--- src/hw/rtl/cdft_pkg.sv ---
`timescale 1ns / 1ps

package cdft_pkg;

  localparam int POINTS_DEF = 16;
  localparam int SAMPLE_W   = 16;
  localparam int BIN_W      = 24;
  localparam int INDEX_W    = 6;
  localparam int ACC_W      = 40;
  localparam int MAG_W      = 23;

  localparam logic [63:0] ONE_Q30 = 64'd1073741824;
  localparam logic [63:0] PIH_Q30 = 64'd1686629713;

  typedef logic signed [SAMPLE_W-1:0] sample_t;
  typedef logic signed [BIN_W-1:0]    bin_t;
  typedef logic signed [ACC_W-1:0]    acc_t;

  // Rounds a Q2.30 series sum to Q1.15, clamped to the range [0, 32767].
  function automatic sample_t round_q15(input logic signed [63:0] acc);
    logic signed [63:0] a;
    logic signed [63:0] r;
    a = acc;
    if (a < 0) begin
      a = 64'sd0;
    end
    r = (a + 64'sd16384) >>> 15;
    if (r > 64'sd32767) begin
      r = 64'sd32767;
    end
    return sample_t'(r);
  endfunction

  // Cosine of a Q2.30 angle in the first quadrant by Taylor series.
  function automatic sample_t cos_q15(input logic [63:0] x);
    logic [63:0]        t;
    logic signed [63:0] acc;
    t   = ONE_Q30;
    acc = signed'(t);
    t   = ((t * x) >> 30) / 64'd2;
    acc = acc - signed'(t);
    t   = ((t * x) >> 30) / 64'd12;
    acc = acc + signed'(t);
    t   = ((t * x) >> 30) / 64'd30;
    acc = acc - signed'(t);
    t   = ((t * x) >> 30) / 64'd56;
    acc = acc + signed'(t);
    t   = ((t * x) >> 30) / 64'd90;
    acc = acc - signed'(t);
    t   = ((t * x) >> 30) / 64'd132;
    acc = acc + signed'(t);
    return round_q15(acc);
  endfunction

  // Sine of a Q2.30 angle in the first quadrant by Taylor series.
  function automatic sample_t sin_q15(input logic [63:0] x);
    logic [63:0]        t;
    logic signed [63:0] acc;
    t   = x;
    acc = signed'(t);
    t   = ((t * x) >> 30) / 64'd6;
    acc = acc - signed'(t);
    t   = ((t * x) >> 30) / 64'd20;
    acc = acc + signed'(t);
    t   = ((t * x) >> 30) / 64'd42;
    acc = acc - signed'(t);
    t   = ((t * x) >> 30) / 64'd72;
    acc = acc + signed'(t);
    t   = ((t * x) >> 30) / 64'd110;
    acc = acc - signed'(t);
    t   = ((t * x) >> 30) / 64'd156;
    acc = acc + signed'(t);
    return round_q15(acc);
  endfunction

endpackage

--- src/hw/rtl/complex_dft_forward_inverse_core.sv ---
`timescale 1ns / 1ps

// Channel   Direction  Handshake                 Payload
// in_       input      in_tvalid / in_tready     sample_real, sample_imag
// out_      output     out_tvalid / out_tready   bin_real, bin_imag, bin_index, last_bin
// cfg_      input      cfg_wr_en                 inverse_mode
//
// A frame takes POINTS input transactions at one per cycle, then the single complex
// multiply-accumulate unit forms one term per cycle while the output is not stalled,
// POINTS terms per bin, and each bin passes the final-sum, magnitude, quotient and
// output registers. Input is not accepted while the terms are being issued.
// A stalled output freezes the whole multiply-accumulate and scaling pipeline.
// Reset clears the sequencer, the fill counter, the pipeline valids and the mode.
module complex_dft_forward_inverse_core #(
  parameter int POINTS = cdft_pkg::POINTS_DEF
) (
  input  logic        clk,
  input  logic        rst_n,
  input  logic        in_tvalid,
  output logic        in_tready,
  input  logic [31:0] in_tdata,    // sample_real [15:0], sample_imag [31:16]
  output logic        out_tvalid,
  input  logic        out_tready,
  output logic [55:0] out_tdata,   // bin_real [23:0], bin_imag [47:24], bin_index [53:48]
  output logic        out_tlast,   // last_bin
  input  logic        cfg_wr_en,
  input  logic        cfg_wr_data  // inverse_mode
);

  localparam int IW = $clog2(POINTS);
  localparam logic [IW-1:0] LAST_IDX = IW'(POINTS - 1);
  localparam logic [IW:0]   NPTS     = (IW + 1)'(POINTS);
  localparam int RSH = cdft_pkg::MAG_W + IW;
  localparam longint unsigned RECIP_V = ((64'd1 << RSH) + POINTS - 1) / POINTS;
  localparam logic [cdft_pkg::MAG_W:0] RECIP = (cdft_pkg::MAG_W + 1)'(RECIP_V);

  localparam logic ST_FILL = 1'b0;
  localparam logic ST_CALC = 1'b1;

  cdft_pkg::sample_t tw_cos [POINTS];
  cdft_pkg::sample_t tw_sin [POINTS];

  for (genvar gm = 0; gm < POINTS; gm++) begin : g_rom
    localparam int unsigned TQ = (4 * gm) / POINTS;
    localparam longint unsigned TR = (4 * gm) % POINTS;
    localparam logic [63:0] TX = (cdft_pkg::PIH_Q30 * TR) / POINTS;
    localparam cdft_pkg::sample_t TC = cdft_pkg::cos_q15(TX);
    localparam cdft_pkg::sample_t TS = cdft_pkg::sin_q15(TX);
    localparam cdft_pkg::sample_t RC = (TQ == 0) ? TC : (TQ == 1) ? -TS :
                                       (TQ == 2) ? -TC : TS;
    localparam cdft_pkg::sample_t RS = (TQ == 0) ? TS : (TQ == 1) ? TC :
                                       (TQ == 2) ? -TS : -TC;
    assign tw_cos[gm] = RC;
    assign tw_sin[gm] = RS;
  end

  logic [31:0] mem [POINTS];

  logic          state_r, state_nxt;
  logic [IW-1:0] fill_r, fill_nxt;
  logic [IW-1:0] n_r, n_nxt;
  logic [IW-1:0] k_r, k_nxt;
  logic [IW-1:0] m_r, m_nxt;
  logic [IW:0]   m_sum;
  logic          inv_r, inv_nxt;
  logic          mode_r;

  logic          en;
  logic          issue;
  logic          in_acc;

  // Stage 1: sample and twiddle.
  logic              v1_r, first1_r, last1_r, inv1_r;
  logic [IW-1:0]     k1_r;
  logic [31:0]       smp_r;
  cdft_pkg::sample_t c_r, d_r;
  // Stage 2: products.
  logic              v2_r, first2_r, last2_r, inv2_r;
  logic [IW-1:0]     k2_r;
  logic signed [31:0] p_ac_r, p_bd_r, p_ad_r, p_bc_r;
  // Stage 3: accumulation.
  cdft_pkg::acc_t    acc_re_r, acc_im_r;
  cdft_pkg::acc_t    sum_re, sum_im, base_re, base_im;
  logic              vf_r, invf_r;
  logic [IW-1:0]     kf_r;
  cdft_pkg::acc_t    fin_re_r, fin_im_r;
  // Scaling stages.
  logic              vc1_r, sgn_re1_r, sgn_im1_r, invc1_r;
  logic [IW-1:0]     kc1_r;
  logic [cdft_pkg::MAG_W-1:0] mag_re_r, mag_im_r;
  cdft_pkg::acc_t    abs_re, abs_im;
  logic              vc2_r, sgn_re2_r, sgn_im2_r;
  logic [IW-1:0]     kc2_r;
  logic [cdft_pkg::MAG_W-1:0] q_re_r, q_im_r;
  logic [2*cdft_pkg::MAG_W:0] prod_re, prod_im;
  // Output register.
  logic              out_valid_r, out_last_r;
  cdft_pkg::bin_t    out_re_r, out_im_r;
  logic [cdft_pkg::INDEX_W-1:0] out_idx_r;

  assign en        = !out_valid_r || out_tready;
  assign in_tready = (state_r == ST_FILL);
  assign in_acc    = in_tvalid && in_tready;
  assign issue     = (state_r == ST_CALC) && en;

  assign m_sum = {1'b0, m_r} + {1'b0, k_r};

  always_comb begin
    state_nxt = state_r;
    fill_nxt  = fill_r;
    n_nxt     = n_r;
    k_nxt     = k_r;
    m_nxt     = m_r;
    inv_nxt   = inv_r;
    case (state_r)
      ST_FILL: begin
        if (in_acc) begin
          if (fill_r == LAST_IDX) begin
            fill_nxt  = '0;
            state_nxt = ST_CALC;
            n_nxt     = '0;
            k_nxt     = '0;
            m_nxt     = '0;
            inv_nxt   = mode_r;
          end else begin
            fill_nxt = fill_r + 1'b1;
          end
        end
      end
      ST_CALC: begin
        if (issue) begin
          if (n_r == LAST_IDX) begin
            n_nxt = '0;
            m_nxt = '0;
            if (k_r == LAST_IDX) begin
              state_nxt = ST_FILL;
            end else begin
              k_nxt = k_r + 1'b1;
            end
          end else begin
            n_nxt = n_r + 1'b1;
            m_nxt = (m_sum >= NPTS) ? IW'(m_sum - NPTS) : IW'(m_sum);
          end
        end
      end
      default: begin
        state_nxt = ST_FILL;
      end
    endcase
  end

  always_ff @(posedge clk) begin
    if (!rst_n) begin
      state_r     <= ST_FILL;
      fill_r      <= '0;
      n_r         <= '0;
      k_r         <= '0;
      m_r         <= '0;
      inv_r       <= 1'b0;
      mode_r      <= 1'b0;
      v1_r        <= 1'b0;
      v2_r        <= 1'b0;
      vf_r        <= 1'b0;
      vc1_r       <= 1'b0;
      vc2_r       <= 1'b0;
      out_valid_r <= 1'b0;
      acc_re_r    <= '0;
      acc_im_r    <= '0;
    end else begin
      state_r <= state_nxt;
      fill_r  <= fill_nxt;
      n_r     <= n_nxt;
      k_r     <= k_nxt;
      m_r     <= m_nxt;
      inv_r   <= inv_nxt;
      if (cfg_wr_en) begin
        mode_r <= cfg_wr_data;
      end
      if (en) begin
        v1_r        <= issue;
        v2_r        <= v1_r;
        vf_r        <= v2_r && last2_r;
        vc1_r       <= vf_r;
        vc2_r       <= vc1_r;
        out_valid_r <= vc2_r;
        if (v2_r) begin
          acc_re_r <= sum_re;
          acc_im_r <= sum_im;
        end
      end
    end
  end

  always_ff @(posedge clk) begin
    if (in_acc) begin
      mem[fill_r] <= in_tdata;
    end
  end

  always_ff @(posedge clk) begin
    if (en) begin
      smp_r <= mem[n_r];
    end
  end

  assign base_re = first2_r ? '0 : acc_re_r;
  assign base_im = first2_r ? '0 : acc_im_r;
  assign sum_re  = base_re + cdft_pkg::ACC_W'(p_ac_r) - cdft_pkg::ACC_W'(p_bd_r);
  assign sum_im  = base_im + cdft_pkg::ACC_W'(p_ad_r) + cdft_pkg::ACC_W'(p_bc_r);

  assign abs_re = fin_re_r[cdft_pkg::ACC_W-1] ? -fin_re_r : fin_re_r;
  assign abs_im = fin_im_r[cdft_pkg::ACC_W-1] ? -fin_im_r : fin_im_r;

  assign prod_re = (2 * cdft_pkg::MAG_W + 1)'(mag_re_r * RECIP);
  assign prod_im = (2 * cdft_pkg::MAG_W + 1)'(mag_im_r * RECIP);

  always_ff @(posedge clk) begin
    if (en) begin
      first1_r <= (n_r == '0);
      last1_r  <= (n_r == LAST_IDX);
      inv1_r   <= inv_r;
      k1_r     <= k_r;
      c_r      <= tw_cos[m_r];
      d_r      <= inv_r ? tw_sin[m_r] : -tw_sin[m_r];

      first2_r <= first1_r;
      last2_r  <= last1_r;
      inv2_r   <= inv1_r;
      k2_r     <= k1_r;
      p_ac_r   <= $signed(smp_r[15:0])  * c_r;
      p_bd_r   <= $signed(smp_r[31:16]) * d_r;
      p_ad_r   <= $signed(smp_r[15:0])  * d_r;
      p_bc_r   <= $signed(smp_r[31:16]) * c_r;

      kf_r     <= k2_r;
      invf_r   <= inv2_r;
      fin_re_r <= sum_re;
      fin_im_r <= sum_im;

      kc1_r     <= kf_r;
      invc1_r   <= invf_r;
      sgn_re1_r <= fin_re_r[cdft_pkg::ACC_W-1];
      sgn_im1_r <= fin_im_r[cdft_pkg::ACC_W-1];
      mag_re_r  <= abs_re[15 +: cdft_pkg::MAG_W];
      mag_im_r  <= abs_im[15 +: cdft_pkg::MAG_W];

      kc2_r     <= kc1_r;
      sgn_re2_r <= sgn_re1_r;
      sgn_im2_r <= sgn_im1_r;
      q_re_r    <= invc1_r ? mag_re_r : cdft_pkg::MAG_W'(prod_re >> RSH);
      q_im_r    <= invc1_r ? mag_im_r : cdft_pkg::MAG_W'(prod_im >> RSH);

      out_idx_r  <= cdft_pkg::INDEX_W'(kc2_r);
      out_last_r <= (kc2_r == LAST_IDX);
      out_re_r   <= sgn_re2_r ? -cdft_pkg::BIN_W'(q_re_r) : cdft_pkg::BIN_W'(q_re_r);
      out_im_r   <= sgn_im2_r ? -cdft_pkg::BIN_W'(q_im_r) : cdft_pkg::BIN_W'(q_im_r);
    end
  end

  assign out_tvalid = out_valid_r;
  assign out_tlast  = out_last_r;
  assign out_tdata  = {2'b00, out_idx_r, out_im_r, out_re_r};

endmodule

--- config.mk ---
export PLATFORM = sky130hd
export DESIGN_NAME = complex_dft_forward_inverse_core
export DESIGN_NICKNAME = d
export VERILOG_FILES = /design/src/hw/rtl/cdft_pkg.sv /design/src/hw/rtl/complex_dft_forward_inverse_core.sv
export SDC_FILE = /design/constraint.sdc
export NUM_CORES = 2
export LEC_CHECK = 0
export BUFFER_PORTS_ARGS = -buffer_cell sky130_fd_sc_hd__buf_2
export CAP_MARGIN = 20
export CORE_UTILIZATION = 26
export CTS_CLUSTER_DIAMETER = 30
export DETAILED_ROUTE_END_ITERATION = 10
export GPL_TIMING_DRIVEN = 0
export PLACE_DENSITY = 0.41
export RECOVER_POWER = 100
export SLEW_MARGIN = 20
export SYNTH_ARGS = -nofsm -noshare
export SYNTH_HDL_FRONTEND = slang
export SYNTH_SLANG_ARGS = --single-unit
export TNS_END_PERCENT = 5
--- constraint.sdc ---
create_clock -name clk -period 50.1 [get_ports clk]
set_input_delay 10.02 -clock clk [delete_from_list [all_inputs] [get_ports clk]]
set_output_delay 10.02 -clock clk [all_outputs]
set_load 0.01 [all_outputs]
==> key figures <==
GRT
  • Initial antenna violation count: 43
  • Vias in the first global route: 59810
  • Global-route wire length before repair: 410400 microns
  • Largest net degree at the start of global routing: 57
  • Gr ovfl total: 0
  • GRT Total Usage: 17.12%

Timing
  • Fin. Hold Viols: 0
  • Clock Skew: 0.06073 ns
  • Minimum clock period: 19.40 ns
  • RSZ-0062 raised after global routing: no
  • Setup tns final: 0 ns
  • Setup Viol. Count Final: 0
  • Fmax: 51.55 MHz
  • Slew @ Worst Pin: 3.396 ns
  • Part of the cycle the worst path needs: 38.72%
  • Slew HR: -126.4%
  • Slew Viols, Final: 966

Status
  • Failing checks: capacitance limit, slew limit
  • Status: finished, violations left

Die
  • # rows: 209
  • Chip width: 574.4 microns
  • Initial Util: 26.21%
  • Core box area: 0.3250 sq mm
  • Die height: 574.4 microns
  • Top Ports: 97
  • Total Die Area: 0.3300 sq mm

Worst setup path
  • CP Launch Point: out_tready
  • Startpoint types: input pin
  • Worst EP arrival: 19.76 ns
  • Reg-to-reg setup timing slack: 39.56 ns
  • Req. time, crit path: 50.46 ns
  • Reg2reg start: out_tvalid
  • CP endpoint kind: register
  • FF-to-FF path depth: 8
  • Critical path fanouts, max: 56
  • Critical path class: in -> reg
  • Slowest Stage Delay on Critical Path: 2.18 ns
  • Worst R2R End: sgn_im2_r
  • Most used cell, CP: clkbuf_1
  • Crit path cell chain: buf_2, nor2b_1, clkbuf_1, inv_1, clkbuf_1, clkbuf_1, clkbuf_1, clkbuf_1, clkbuf_1
  • Worst path slowest cell: clkbuf_1
  • Worst setup path endpoint: sgn_im2_r

Route
  • Routed via count: 55170
  • DRT Pass-1 Iters: 6
  • Starting DRT DRC Count: 3551
  • WL/cell: 23.04 microns
  • Antenna Nets Post-Route: 0
  • Final wirelength: 280700 microns
  • DRC Markers: 0
  • Avg Vias per Cell: 4.528

Yosys
  • Adder-Cell Fraction of Synth Area: 32.79%
  • Ys flop type: edfxtp_1
  • Largest family of logic cells by synthesized area: adder cells
  • Yosys cell types: 76
  • Multiplexer share of the synthesized area: 4.981%
  • Post-synthesis compound-gate area fraction: 5.225%
  • Post-synth ARST share: 0%
  • Xor and xnor area share after synthesis: 3.238%
  • Syn avg cell area: 11.76 sq um
  • Cells after Synth: 7245
  • EDFF count, synth: 958
  • Mapped Area: 0.08520 sq mm
  • Yosys reg bits: 1063
  • Sequential share of the synthesized area: 36.23%
  • Synthesis Warnings: 0
  • Simple-gate share of the synthesized area: 10.43%

Clock tree
  • Setup bufs post-CTS: 0
  • Cts bufs inserted: 269
  • Hold_buf cts: 0
  • CTS max path bufs: 4
  • H-tree depth: 5
  • CTS tree: built
  • CTS clk-pin slew, worst paths: 0.05 ns
  • Clock Latency Late Sink: 0.82 ns
  • Root Buffer: clkbuf_16
  • Sink Count: 1063
  • # resized after CTS: 0

Final layout
  • Most frequent cells in the layout: inv_1 (1295), fa_1 (1128), edfxtp_1 (958)
  • Fin nets: 9231
  • Fillers: 33270
  • Share of layout cells above drive strength 1: 8.443%
  • Final Util: 30.69%
  • Multi-input logic area: 0.04825 sq mm
  • Layout area overhead: 17.08%
  • Final Cell Area: 0.09975 sq mm
  • Sequential Area: 0.03087 sq mm
  • Commonest non-fill, non-tap cell in the layout: inv_1

Worst hold path
  • Hold Crit Class: reg -> reg

Placed design
  • Final HPWL DP: 218000 microns
  • Port-buffer cells: 92
  • Final Wtd Congestion: 0.9537
  • Placed cell areas: 0.09179 sq mm

Job
  • Max-cap violations: 31
[layout make-up]
cell class                 count  area share, %
multi-input combinational   4578          48.37
sequential                  1063          30.95
clock buffer                 350          7.354
tap                         4325          5.425
inverter                    1296          4.878
clock inverter               125          1.286
buffer                       311          1.232
timing repair buffer         118         0.4704
antenna                       17        0.04265
[per-stage QoR]
step	instances	worst slack [ns]	hold slack, ns
floorplan	7248	25.54	0.4003
global placement	11670	15.86	0.4005
finish	12180	30.70	0.4149
CTS	12170	37.34	0.4152
detailed placement	11690	36.46	0.4045
global route	12170	29.68	0.4188
[cell usage after synthesis, drive strengths merged (44+ instances only)]
| cell | n | share of area, % |
|---|---|---|
| nor2b | 63 | 0.46 |
| nand2 | 701 | 3.1 |
| nor3 | 44 | 0.26 |
| clkbuf | 276 | 1.2 |
| edfxtp | 958 | 34 |
| fa | 1128 | 27 |
| xnor2 | 249 | 2.6 |
| ha | 428 | 6.3 |
| nor2 | 218 | 0.96 |
| and2 | 481 | 3.5 |
| a21o | 105 | 0.93 |
| mux4 | 160 | 4.2 |
| nand3 | 57 | 0.33 |
| o21ai | 134 | 0.79 |
| dfxtp | 105 | 2.5 |
| a21oi | 203 | 1.2 |
| inv | 1296 | 5.7 |
| nand2b | 86 | 0.64 |
| xor2 | 66 | 0.68 |
[layer usage]
layer / GRT usage [%] / share of wire (%) / vias up
li1: - / - / 24490
met1: 22.31 / 43 / 28690
met2: 28.24 / 47 / 1533
met3: 2.996 / 5.9 / 429
met4: 6.648 / 4.1 / 22
met5: 0 / 0.049 / -
[cells by family after synthesis]
family	after synthesis
DFF	1063
other	1
and+or+nand+nor	1790
AOI/OAI and AO/OA	694
xor gates and xnor gates	315
buffers and inverters	1607
muxes	219
adders and majority gates	1556
[flip-flops by register name, summed over array words and instances (netlist names), 15 cells and up]
name and cells:
d_r 16, p_ad_r 32, smp_r 32, fin_re_r 39
out_re_r 24, mag_re_r 23, out_im_r 24, acc_im_r 40
p_bc_r 32, p_bd_r 32, p_ac_r 32, q_im_r 23
mag_im_r 23, q_re_r 23, acc_re_r 40, c_r 15
mem 512, fin_im_r 39
[worst min path at each step]
| stage | startpoint | to | slack (ns) | cells after the start |
|---|---|---|---|---|
| global placement | invf_r | invc1_r | 0.40 | 0 |
| detailed placement | sgn_re1_r | sgn_re2_r | 0.40 | 0 |
| floorplan | first1_r | first2_r | 0.40 | 0 |
| CTS | sgn_re1_r | sgn_re2_r | 0.42 | 0 |
| finish | kf_r[0] | kc1_r[0] | 0.41 | 0 |
| global route | sgn_re1_r | sgn_re2_r | 0.42 | 0 |
[critical path: cells and delay by family]
| family | cells | cell delay [ns] |
|---|---|---|
| buffers and inverters | 8 | 9.47 |
| and+or+nand+nor | 1 | 0.09 |
Power is not shown: default switching activity piles up to over one toggle a cycle in this logic, so the estimate is an artifact.
